File: src/hw/rtl/tst_pkg.sv
// ----------------------------------------------------------------------------
// tst_pkg
// Shared types and constants of the tab stop table: request and response
// payloads, opcodes, status codes and the table entry layout.
// ----------------------------------------------------------------------------
package tst_pkg;

	localparam int MAX_STOPS_DEF = 32;
	localparam int DEFAULT_STEP  = 36;
	localparam int DEFAULT_LIMIT = 720;
	localparam int DEFAULT_COUNT = (DEFAULT_LIMIT - 1) / DEFAULT_STEP;
	localparam int POS_W         = 16;
	localparam int KIND_W        = 3;
	localparam int ENTRY_W       = POS_W + KIND_W;

	typedef enum logic [2:0] {
		OP_ADD_LEFT     = 3'd0,
		OP_ADD_RIGHT    = 3'd1,
		OP_ADD_CENTER   = 3'd2,
		OP_ADD_CBETWEEN = 3'd3,
		OP_ADD_CHAR     = 3'd4,
		OP_DIVIDE       = 3'd5,
		OP_DELETE       = 3'd6,
		OP_CLEAR        = 3'd7
	} opcode_t;

	typedef enum logic [2:0] {
		STS_INSERTED  = 3'd0,
		STS_REPLACED  = 3'd1,
		STS_UNCHANGED = 3'd2,
		STS_DELETED   = 3'd3,
		STS_NOTFOUND  = 3'd4,
		STS_CLEARED   = 3'd5,
		STS_FULL      = 3'd6
	} status_t;

	typedef struct packed {
		opcode_t            opcode;
		logic signed [15:0] position;
	} req_t;

	typedef struct packed {
		status_t    status;
		logic [5:0] stop_count;
		logic [4:0] slot;
	} rsp_t;

	typedef struct packed {
		logic [POS_W-1:0]  position;
		logic [KIND_W-1:0] kind;
	} entry_t;

endpackage

File: src/hw/rtl/tst_ram.sv
// ----------------------------------------------------------------------------
// tst_ram
// Generic single write port, single read port RAM with registered read data.
// ----------------------------------------------------------------------------
module tst_ram #(
	parameter int WIDTH = 8,
	parameter int DEPTH = 32
) (
	input  logic                     clk,
	input  logic                     we,
	input  logic [$clog2(DEPTH)-1:0] waddr,
	input  logic [WIDTH-1:0]         wdata,
	input  logic [$clog2(DEPTH)-1:0] raddr,
	output logic [WIDTH-1:0]         rdata
);

	logic [WIDTH-1:0] mem_q [DEPTH];
	logic [WIDTH-1:0] rdata_q;

	always_ff @(posedge clk) begin
		if (we) begin
			mem_q[waddr] <= wdata;
		end
		rdata_q <= mem_q[raddr];
	end

	assign rdata = rdata_q;

endmodule

File: src/hw/rtl/tst_ctrl.sv
// ----------------------------------------------------------------------------
// tst_ctrl
// Sequencer of the tab stop table: loads the default stops, scans the table
// with one shared signed compare, and shifts entries one per cycle through
// the table RAM for inserts and deletes.
// ----------------------------------------------------------------------------
module tst_ctrl #(
	parameter int MAX_STOPS = tst_pkg::MAX_STOPS_DEF
) (
	input  logic          clk,
	input  logic          arst_n,
	input  logic          req_valid,
	output logic          req_ready,
	input  tst_pkg::req_t req,
	output logic          res_valid,
	input  logic          res_ready,
	output tst_pkg::rsp_t res
);

	import tst_pkg::*;

	localparam int IDX_W    = $clog2(MAX_STOPS);
	localparam int CNT_W    = $clog2(MAX_STOPS + 1);
	localparam int INIT_CNT = (DEFAULT_COUNT < MAX_STOPS) ? DEFAULT_COUNT : MAX_STOPS;

	typedef enum logic [5:0] {
		S_INIT  = 6'b000001,
		S_IDLE  = 6'b000010,
		S_SCAN  = 6'b000100,
		S_SHIFT = 6'b001000,
		S_PUT   = 6'b010000,
		S_RESP  = 6'b100000
	} state_t;

	state_t           state_q;
	logic [CNT_W-1:0] count_q;
	logic [CNT_W-1:0] n_q;
	logic [IDX_W-1:0] a_q;
	logic             dir_down_q;
	logic [POS_W-1:0] init_pos_q;
	opcode_t          op_q;
	logic [POS_W-1:0] pos_q;
	status_t          status_q;
	logic [IDX_W-1:0] slot_q;
	logic             rd_vld_s1;
	logic [IDX_W-1:0] rd_idx_s1;

	logic               ram_we;
	logic [IDX_W-1:0]   ram_waddr;
	logic [ENTRY_W-1:0] ram_wdata;
	logic [ENTRY_W-1:0] ram_rdata;
	entry_t             rd_ent;

	logic             issue;
	logic             is_add;
	logic             pos_eq;
	logic             pos_gt;
	logic             dec;
	logic             dec_hit;
	logic [IDX_W-1:0] dec_idx;
	logic [CNT_W+5:0] cnt_ext;
	logic [IDX_W+4:0] slot_ext;

	tst_ram #(
		.WIDTH (ENTRY_W),
		.DEPTH (MAX_STOPS)
	) u_ram (
		.clk   (clk),
		.we    (ram_we),
		.waddr (ram_waddr),
		.wdata (ram_wdata),
		.raddr (a_q),
		.rdata (ram_rdata)
	);

	assign rd_ent = entry_t'(ram_rdata);
	assign issue  = (n_q != '0) && ((state_q == S_SCAN) || (state_q == S_SHIFT));
	assign is_add = (op_q == OP_ADD_LEFT) || (op_q == OP_ADD_RIGHT) ||
		(op_q == OP_ADD_CENTER) || (op_q == OP_ADD_CBETWEEN) || (op_q == OP_ADD_CHAR);

	// shared compare against the request position
	assign pos_eq = (rd_ent.position == pos_q);
	assign pos_gt = ($signed(rd_ent.position) > $signed(pos_q));

	always_comb begin
		dec     = 1'b0;
		dec_hit = 1'b0;
		dec_idx = count_q[IDX_W-1:0];
		if (state_q == S_SCAN) begin
			if (rd_vld_s1 && (pos_eq || pos_gt)) begin
				dec     = 1'b1;
				dec_hit = pos_eq;
				dec_idx = rd_idx_s1;
			end else if (!rd_vld_s1 && (n_q == '0)) begin
				dec = 1'b1;
			end
		end
	end

	always_comb begin
		ram_we    = 1'b0;
		ram_waddr = a_q;
		ram_wdata = ram_rdata;
		case (state_q)
			S_INIT: begin
				ram_we    = 1'b1;
				ram_waddr = a_q;
				ram_wdata = {init_pos_q, KIND_W'(0)};
			end
			S_SCAN: begin
				if (dec && dec_hit && is_add && (rd_ent.kind != KIND_W'(op_q))) begin
					ram_we    = 1'b1;
					ram_waddr = dec_idx;
					ram_wdata = {rd_ent.position, KIND_W'(op_q)};
				end
			end
			S_SHIFT: begin
				ram_we    = rd_vld_s1;
				ram_waddr = dir_down_q ? (rd_idx_s1 + IDX_W'(1)) : (rd_idx_s1 - IDX_W'(1));
				ram_wdata = ram_rdata;
			end
			S_PUT: begin
				ram_we    = 1'b1;
				ram_waddr = slot_q;
				ram_wdata = {pos_q, KIND_W'(op_q)};
			end
			default: begin
				ram_we = 1'b0;
			end
		endcase
	end

	always_ff @(posedge clk or negedge arst_n) begin
		if (!arst_n) begin
			state_q    <= S_INIT;
			count_q    <= CNT_W'(INIT_CNT);
			n_q        <= CNT_W'(INIT_CNT);
			a_q        <= '0;
			dir_down_q <= 1'b0;
			init_pos_q <= POS_W'(DEFAULT_STEP);
			rd_vld_s1  <= 1'b0;
			status_q   <= STS_CLEARED;
			slot_q     <= '0;
		end else begin
			rd_vld_s1 <= issue;
			rd_idx_s1 <= a_q;
			if (issue) begin
				n_q <= n_q - CNT_W'(1);
				a_q <= dir_down_q ? (a_q - IDX_W'(1)) : (a_q + IDX_W'(1));
			end
			case (state_q)
				S_INIT: begin
					a_q        <= a_q + IDX_W'(1);
					n_q        <= n_q - CNT_W'(1);
					init_pos_q <= init_pos_q + POS_W'(DEFAULT_STEP);
					if (n_q == CNT_W'(1)) begin
						state_q <= S_IDLE;
					end
				end
				S_IDLE: begin
					if (req_valid) begin
						op_q  <= req.opcode;
						pos_q <= req.position;
						if ((req.opcode == OP_DIVIDE) || (req.opcode == OP_CLEAR)) begin
							count_q  <= '0;
							status_q <= STS_CLEARED;
							slot_q   <= '0;
							state_q  <= S_RESP;
						end else begin
							n_q        <= count_q;
							a_q        <= '0;
							dir_down_q <= 1'b0;
							state_q    <= S_SCAN;
						end
					end
				end
				S_SCAN: begin
					if (dec) begin
						rd_vld_s1 <= 1'b0;
						n_q       <= '0;
						state_q   <= S_RESP;
						slot_q    <= '0;
						if (is_add) begin
							if (dec_hit) begin
								slot_q   <= dec_idx;
								status_q <= (rd_ent.kind == KIND_W'(op_q)) ?
									STS_UNCHANGED : STS_REPLACED;
							end else if (count_q == CNT_W'(MAX_STOPS)) begin
								status_q <= STS_FULL;
							end else begin
								slot_q     <= dec_idx;
								status_q   <= STS_INSERTED;
								count_q    <= count_q + CNT_W'(1);
								n_q        <= count_q - CNT_W'(dec_idx);
								a_q        <= IDX_W'(count_q - CNT_W'(1));
								dir_down_q <= 1'b1;
								state_q    <= S_SHIFT;
							end
						end else begin
							if (dec_hit) begin
								slot_q     <= dec_idx;
								status_q   <= STS_DELETED;
								count_q    <= count_q - CNT_W'(1);
								n_q        <= count_q - CNT_W'(1) - CNT_W'(dec_idx);
								a_q        <= dec_idx + IDX_W'(1);
								dir_down_q <= 1'b0;
								state_q    <= S_SHIFT;
							end else begin
								status_q <= STS_NOTFOUND;
							end
						end
					end
				end
				S_SHIFT: begin
					if ((n_q == '0) && !rd_vld_s1) begin
						state_q <= (status_q == STS_INSERTED) ? S_PUT : S_RESP;
					end
				end
				S_PUT: begin
					state_q <= S_RESP;
				end
				S_RESP: begin
					if (res_ready) begin
						state_q <= S_IDLE;
					end
				end
				default: begin
					state_q <= S_IDLE;
				end
			endcase
		end
	end

	assign cnt_ext  = (CNT_W + 6)'(count_q);
	assign slot_ext = (IDX_W + 5)'(slot_q);

	assign req_ready      = (state_q == S_IDLE);
	assign res_valid      = (state_q == S_RESP);
	assign res.status     = status_q;
	assign res.stop_count = cnt_ext[5:0];
	assign res.slot       = slot_ext[4:0];

endmodule

File: src/hw/rtl/tab_stop_table.sv
// ----------------------------------------------------------------------------
// tab_stop_table
// Sorted table of tab stops with add, replace, delete and clear requests.
//
//   channel   direction  handshake              payload
//   req       in         req_valid / req_ready  tst_pkg::req_t (opcode, position)
//   rsp       out        rsp_valid / rsp_ready  tst_pkg::rsp_t (status, stop_count, slot)
//
// A request scans the table RAM one entry per cycle through a single signed
// compare, then moves entries one per cycle for an insert or delete.
// A clear or divide request empties the table without a scan.
// After reset a pass writes the default stops; req_ready stays low until it ends.
// A finished response waits in the output register; the next request is
// taken meanwhile and completes once the register frees up.
// ----------------------------------------------------------------------------
module tab_stop_table #(
	parameter int MAX_STOPS = tst_pkg::MAX_STOPS_DEF
) (
	input  logic          clk,
	input  logic          arst_n,
	input  logic          req_valid,
	output logic          req_ready,
	input  tst_pkg::req_t req,
	output logic          rsp_valid,
	input  logic          rsp_ready,
	output tst_pkg::rsp_t rsp
);

	import tst_pkg::*;

	logic rsp_valid_q;
	rsp_t rsp_q;
	logic res_valid;
	logic res_ready;
	rsp_t res;

	tst_ctrl #(
		.MAX_STOPS (MAX_STOPS)
	) u_ctrl (
		.clk       (clk),
		.arst_n    (arst_n),
		.req_valid (req_valid),
		.req_ready (req_ready),
		.req       (req),
		.res_valid (res_valid),
		.res_ready (res_ready),
		.res       (res)
	);

	assign res_ready = !rsp_valid_q || rsp_ready;

	always_ff @(posedge clk or negedge arst_n) begin
		if (!arst_n) begin
			rsp_valid_q <= 1'b0;
		end else begin
			if (res_ready) begin
				rsp_valid_q <= res_valid;
			end
		end
	end

	always_ff @(posedge clk) begin
		if (res_ready && res_valid) begin
			rsp_q <= res;
		end
	end

	assign rsp_valid = rsp_valid_q;
	assign rsp       = rsp_q;

endmodule
File: config.mk
export PLATFORM = sky130hd
export DESIGN_NAME = tab_stop_table
export DESIGN_NICKNAME = d
export VERILOG_FILES = /design/src/hw/rtl/tst_pkg.sv /design/src/hw/rtl/tst_ram.sv /design/src/hw/rtl/tst_ctrl.sv /design/src/hw/rtl/tab_stop_table.sv
export SDC_FILE = /design/constraint.sdc
export NUM_CORES = 1
export LEC_CHECK = 0
export BUFFER_PORTS_ARGS = -buffer_cell sky130_fd_sc_hd__buf_2
export CORE_ASPECT_RATIO = 1.75
export CORE_MARGIN = 4
export CORE_UTILIZATION = 54
export CTS_BUF_LIST = sky130_fd_sc_hd__clkbuf_4 sky130_fd_sc_hd__clkbuf_8 sky130_fd_sc_hd__clkbuf_16
export DETAILED_ROUTE_END_ITERATION = 16
export GPL_ROUTABILITY_DRIVEN = 1
export HOLD_SLACK_MARGIN = 0.06
export PLACE_DENSITY_LB_ADDON = 0.3
export SLEW_MARGIN = 20
export SYNTH_ARGS = -nofsm -noshare
export SYNTH_HDL_FRONTEND = slang
export SYNTH_HIERARCHICAL = 1
export SYNTH_SLANG_ARGS = --single-unit
File: constraint.sdc
create_clock -name clk -period 5.4 [get_ports clk]
set_input_delay 0.54 -clock clk [delete_from_list [all_inputs] [get_ports clk]]
set_output_delay 0.54 -clock clk [all_outputs]
set_load 0.01 [all_outputs]
# [Word-level counts from Yosys, hierarchy flattened]
# Memories as Yosys holds them, arrays and structs flattened. A register that Yosys moved wholly into a read port is not among the register bits.
# Index checks and enable logic that the tools add are counted.
[op_classes] addsub=11 reduce_logical=28 n_lt_le_gt_ge=1 eq_ne=27 n_mux=82
[op_table] cell="6-bit two-way mux" n=26
[op_table] cell="5-bit two-way mux" n=20
[op_table] cell="19-bit one-hot mux with 3 select lines" n=1
[op_table] cell="6-bit one-hot mux with 6 select lines" n=1
[op_table] cell="5-bit one-hot mux with 3 select lines" n=2
[op_table] cell="3-bit two-way mux" n=8
[op_table] cell="6-bit one-hot mux with 3 select lines" n=1
[op_table] cell="1-bit two-way mux" n=17
[op_table] cell="16-bit by 6-bit adder with 16-bit output (second input constant)" n=1
[op_table] cell="16-bit equality test" n=1
[op_table] cell="16-bit greater-than comparator" n=1
[op_table] cell="5-bit by 1-bit adder with 5-bit output (second input constant)" n=3
[op_table] cell="7-bit AND reduction" n=2
[op_table] cell="6-bit by 1-bit equality test with 1-bit output (second input constant)" n=2
[op_table] cell="6-bit equality test (second input constant)" n=2
[op_table] cell="6-bit one-hot mux with 2 select lines" n=1
[op_table] cell="6-bit by 1-bit subtractor with 6-bit output (second input constant)" n=2
[op_table] cell="6-bit by 5-bit subtractor with 6-bit output" n=2
[op_table] cell="5-bit one-hot mux with 2 select lines" n=1
[op_table] cell="5-bit by 1-bit subtractor with 5-bit output (second input constant)" n=2
[op_table] cell="3-bit equality test (second input constant)" n=3
[op_table] cell="1-bit logical OR" n=8
[op_table] cell="2-bit by 1-bit != test with 1-bit output (second input constant)" n=4
[op_table] cell="1-bit logical AND" n=7
[op_table] cell="26 further kinds" n=31
[totals] inputBits=23 memories=1 reg_bits=88 out_inout_bits=16 ramBits=608 word_cells=166
[memory_table] memory="u_ctrl.u_ram.mem_q" depth=32 word_bits=19 rd=1 rd_ports_with_merged_regs=1 wr=1 line_no="tst_ram.sv:17" source="logic [WIDTH-1:0] mem_q [DEPTH];"

# [Depth between registers and ports, before layout]
[logic_depth] ltp_word=12 depth_mapped=18 ltp_nobuf=17

# [By module]
# Netlist, hierarchy kept.
[by_module_without_submodules] mod="tst_ram" seq_area_each_um2=18637.9 area_per_inst_um2=24245.8 cells_each=1346 n_inst=1
[by_module_without_submodules] mod="tst_ctrl" seq_area_each_um2=1910.6 area_per_inst_um2=5551.6 cells_each=605 n_inst=1
[by_module_without_submodules] mod="tab_stop_table" seq_area_each_um2=445.4 area_per_inst_um2=474.2 cells_each=18 n_inst=1

# [Least setup slack after synthesis]
# OpenSTA, ideal clock, no wires.
[synth_timing] path_type="flip-flop to flip-flop" start="reg u_ctrl.pos_q[6]" end="mem u_ctrl/u_ram/mem_q[28][0] (netlist name) (enable)" period_less_slack_ns=4.328 slack_ns=1.072 arrival_time_ns=3.934 stages_incl_launch_ff=14 cell_sequence="edfxtp_1 -> inv_1 -> ha_1 -> and3_4 -> a221oi_2 -> o22ai_2 -> o31ai_4 -> buf_4 -> nor2_1 -> a21oi_1 -> o21ai_1 -> or3b_2 -> clkbuf_1 -> nor2_1"
[synth_via] word_cells_on_any_way=19 classes_between="order compare (1); eq/ne (1); mux (12); reduce/logical (5)"
[synth_lines] element="start, declared" line_no="tst_ctrl.sv:42" source="logic [POS_W-1:0] pos_q;"
[synth_lines] element="start signal, assigned" line_no="tst_ctrl.sv:163" source="pos_q <= req.position;"
[synth_lines] element="16-bit greater-than comparator / 16-bit equality test (equally long branches)" line_no="tst_ctrl.sv:83, tst_ctrl.sv:82"
[synth_lines] element="1-bit logical OR" line_no="tst_ctrl.sv:90" source="if (rd_vld_s1 && (pos_eq || pos_gt)) begin"
[synth_lines] element="1-bit logical AND" line_no="tst_ctrl.sv:90"
[synth_lines] element="1-bit two-way mux" line_no="tst_ctrl.sv:90"
[synth_lines] element="1-bit two-way mux" line_no="tst_ctrl.sv:89" source="if (state_q == S_SCAN) begin"
[synth_lines] element="1-bit logical AND (3 in a row)" line_no="tst_ctrl.sv:111" source="if (dec && dec_hit && is_add && (rd_ent.kind != KIND_W'(op_q))) begin"
[synth_lines] element="5-bit two-way mux (*)" line_no="tst_ctrl.sv:111"
[synth_lines] element="5-bit one-hot mux with 3 select lines (*)" line_no="tst_ctrl.sv:104" source="case (state_q)"
[synth_lines] element="net u_ctrl.ram_waddr[1]" line_no="tst_ctrl.sv:49" source="logic [IDX_W-1:0] ram_waddr;"
[synth_lines] element="end, declared" line_no="tst_ram.sv:17"
# Mark *: on every way through the listed nets, which the timed path passes. The rest lies on a longest branch.

# [Worst setup path after layout]
[layout_timing] start="reg u_ctrl.pos_q[11]" end="mem u_ctrl/u_ram/mem_q[29][13] (netlist name) (enable)"
# The elaborated chain is that of the path after synthesis.

==> results.toml <==
[outcome]
status = "finished clean"

[timing]
rsz0062_at_grt = "no"
setup_viol = 0
period_needed_ps = 4880
maxSlewViolCount = 0
hold_violations = 0
max_freq_ghz = 0.205
slew_headroom_pct = 25.0
worst_pin_slew_ps = 1130
skew_ps = 26.1
min_period_over_period_pct = 90.4
fin_setup_tns_ps = 0

[detailed_routing]
vias = 17700
wl_per_cell_um = 27.3
drt_iter0_drc = 1443
dr.pass1.iters = 7
drcViolationCount = 0
wl_mm = 76.5
ant_nets = 0
avgViaCountPerCell = 6.33

[cts]
cts_buffer_depth = 3
clk_latency_ps = 620
clk_pin_slew_ps = 70
post-cts-setup-buffer-count = 0
ctsHoldBuffers = 0
htreeDepth = 2
cts_buffers = 61
cts_tree = "yes"
cts_root_buffer = "clkbuf_16"
clock_sinks = 713
cts_resized = 0

[synth]
synth_seq_cells = 713
async_reset_ff_share_pct = 6.73
syn-num-nets = 2033
avgSynthCellArea_sq_um = 15.4
synth-edff-count = 646
yosysSeqAreaShare_pct = 69.4
netlist_area_sq_um = 30300
synth-warning-count = 6
synth_cells = 1969
synth_ff_type = "edfxtp_1"
synth_cell_types = 88

[pwr]
power.density_nw_per_um2 = 478
vdd_ir_drop_max_uv = 279
total_power_uw = 16000
p_leak_uw = 0.0112

[worst_setup_path]
cp-end-kind = "flop"
rrSetupSlack_ps = 520
r2r-end = "u_ctrl/u_ram/mem_q[29][13]"
rr_worst_depth = 12
startpoint = "u_ctrl/pos_q[11]"
cp.required_ps = 5720
arrival_ps = 5200
rr_startpoint = "u_ctrl/pos_q[11]"
path_delay_family = "compound AO/OA/AOI/OAI gates"
crit_slowest_cell = "o31ai_4"
slowest_delay_ps = 710
crit_buf_inv = 2
cp_max_fo = 11
path_common_cell = "a21oi_1"
start_kind = "flop"
path_class = "reg -> reg"
worstPathCellList = "inv_1 > ha_1 > a41o_1 > a21oi_1 > o22ai_2 > o31ai_4 > nor2_1 > a21oi_1 > o21ai_1 > nand3b_1 > nor2_2 > buf_4"

[layout]
finalNetCount = 2113
layout_commonest_cell = "edfxtp_1"
final-seq-area_sq_um = 21000
nFillCells = 4088
drive_gt1_share_pct = 14.6
syn_to_final_growth_pct = 10.5
multi_input_area_sq_um = 8560
final_area_sq_um = 33500
final_cell_mix = "646 x edfxtp_1, 308 x mux2i_1, 105 x nand2_1"
fin_util_pct = 60.4

[floorplan]
pin_count = 39
die-area_sq_um = 60100
start_util_pct = 54.7
die_w_um = 187
rows = 114
coreArea_sq_um = 55300
die_h_um = 321

[min_path]
min_from = "req[8]"
holdCritPathClass = "in -> reg"
min_path_cells = 1
hold_end = "u_ctrl/pos_q[8]"

[placed_design]
dpl_cell_area_sq_um = 31400
gp_congestion = 0.992
dp_hpwl_mm = 51.3
port_buffers = 38

[global_routing]
grt_pass1_wl_mm = 113
globalRouteTotalUtil_pct = 25.1
grt_pass1_vias = 18200
grt-ovfl-total = 0
grt_max_degree = 65
antenna_found_initial = 0

[flow_run]
drv_cap = 0
state kept, by name (all words and copies together), names as in the netlist:
register            count
u_ctrl/n_q              6
u_ctrl/a_q              5
u_ctrl/u_ram/mem_q    608
u_ctrl/dir_down_q       1
u_ctrl/count_q          6
u_ctrl/slot_q           5
u_ctrl/status_q         3
u_ctrl/init_pos_q      14
u_ctrl/rd_vld_s1        1
u_ctrl/u_ram/rdata     19
u_ctrl/op_q             3
u_ctrl/pos_q           16
rsp                    14
u_ctrl/state_q          6
rsp_valid               1
u_ctrl/rd_idx_s1        5
synthesized netlist by cell type, types with 8 or more instances:
cell / count / area share (%)
a21oi_1: 67 / 1.1
clkbuf_1: 34 / 0.42
ha_1: 38 / 1.6
xnor2_1: 27 / 0.78
nand4_1: 29 / 0.60
dfrtp_1: 37 / 3.1
a22oi_1: 92 / 2.3
a31oi_1: 25 / 0.52
a22o_1: 42 / 1.2
nand3b_1: 9 / 0.22
buf_1: 8 / 0.099
edfxtp_1: 646 / 64
a21o_1: 11 / 0.27
o22ai_1: 9 / 0.19
buf_2: 23 / 0.38
o21ai_0: 26 / 0.43
nand3_1: 57 / 0.94
o21ai_1: 13 / 0.21
nor3_1: 30 / 0.50
buf_4: 17 / 0.42
inv_1: 37 / 0.46
xor2_1: 22 / 0.64
mux2i_1: 308 / 10
dfstp_2: 11 / 0.95
nor2_1: 73 / 0.91
buf_6: 15 / 0.56
nand2b_1: 9 / 0.19
dfxtp_1: 19 / 1.3
nand2_1: 107 / 1.3
logic make-up after synthesis:
| logic type | Yosys count | synth area share [%] |
|---|---|---|
| AO/OA/AOI/OAI | 344 | 8.25 |
| adder cells (fa/ha/maj) | 41 | 1.77 |
| XOR/XNOR | 49 | 1.42 |
| flip-flops | 713 | 69.4 |
| buffers and inverters | 141 | 2.70 |
| multiplexers | 310 | 10.3 |
| AND/OR/NAND/NOR | 371 | 6.20 |
how the worst max path moves through the flow:
| stage | endpoint | cells past startpoint | slack, ps |
|---|---|---|---|
| 6_report | u_ctrl/u_ram/mem_q[29][13] | 12 | 520 |
| 5_1_grt | u_ctrl/u_ram/mem_q[31][12] | 12 | 200 |
| 4_1_cts | u_ctrl/u_ram/mem_q[31][12] | 12 | 600 |
| 3_5_place_dp | u_ctrl/u_ram/mem_q[31][12] | 12 | 630 |
| 3_3_place_gp | u_ctrl/u_ram/mem_q[29][12] | 12 | 780 |
| 2_1_floorplan | u_ctrl/u_ram/mem_q[28][0] | 13 | 1070 |
stage by stage:
step	hold WS (ps)	setup slack [ps]	std cells
detailed placement	462	633	2682
global route	85.5	203	2796
CTS	72.4	599	2796
global placement	459	782	2682
floorplan	244	1070	1969
finish	102	517	2797
power breakdown:
| part | internal (uW) | switching, uW | total, uW |
|---|---|---|---|
| sequential | 6980 | 286 | 7270 |
| combinational | 1330 | 2920 | 4260 |
| clock | 2520 | 1930 | 4450 |
| total | 10800 | 5150 | 16000 |
metal layers:
| metal | GRT usage [%] | vias up | routed length [um] |
|---|---|---|---|
| met5 | 0 | - | 0 |
| li1 | - | 7829 | - |
| met4 | 14.9 | 0 | 5090 |
| met2 | 48.1 | 699 | 42400 |
| met3 | 2.71 | 217 | 3510 |
| met1 | 26.3 | 8948 | 25500 |
layout make-up:
type,instances,share of cell area [%]
well taps,696,2.60
diodes,1,0.00748
inverters,37,0.415
repair buffers,121,2.51
flip-flops and latches,713,62.8
multi-input cells,1115,25.6
clock buffers,81,5.12
clock inverters,33,0.980
Note: power is estimated with default switching activity, not from simulation.
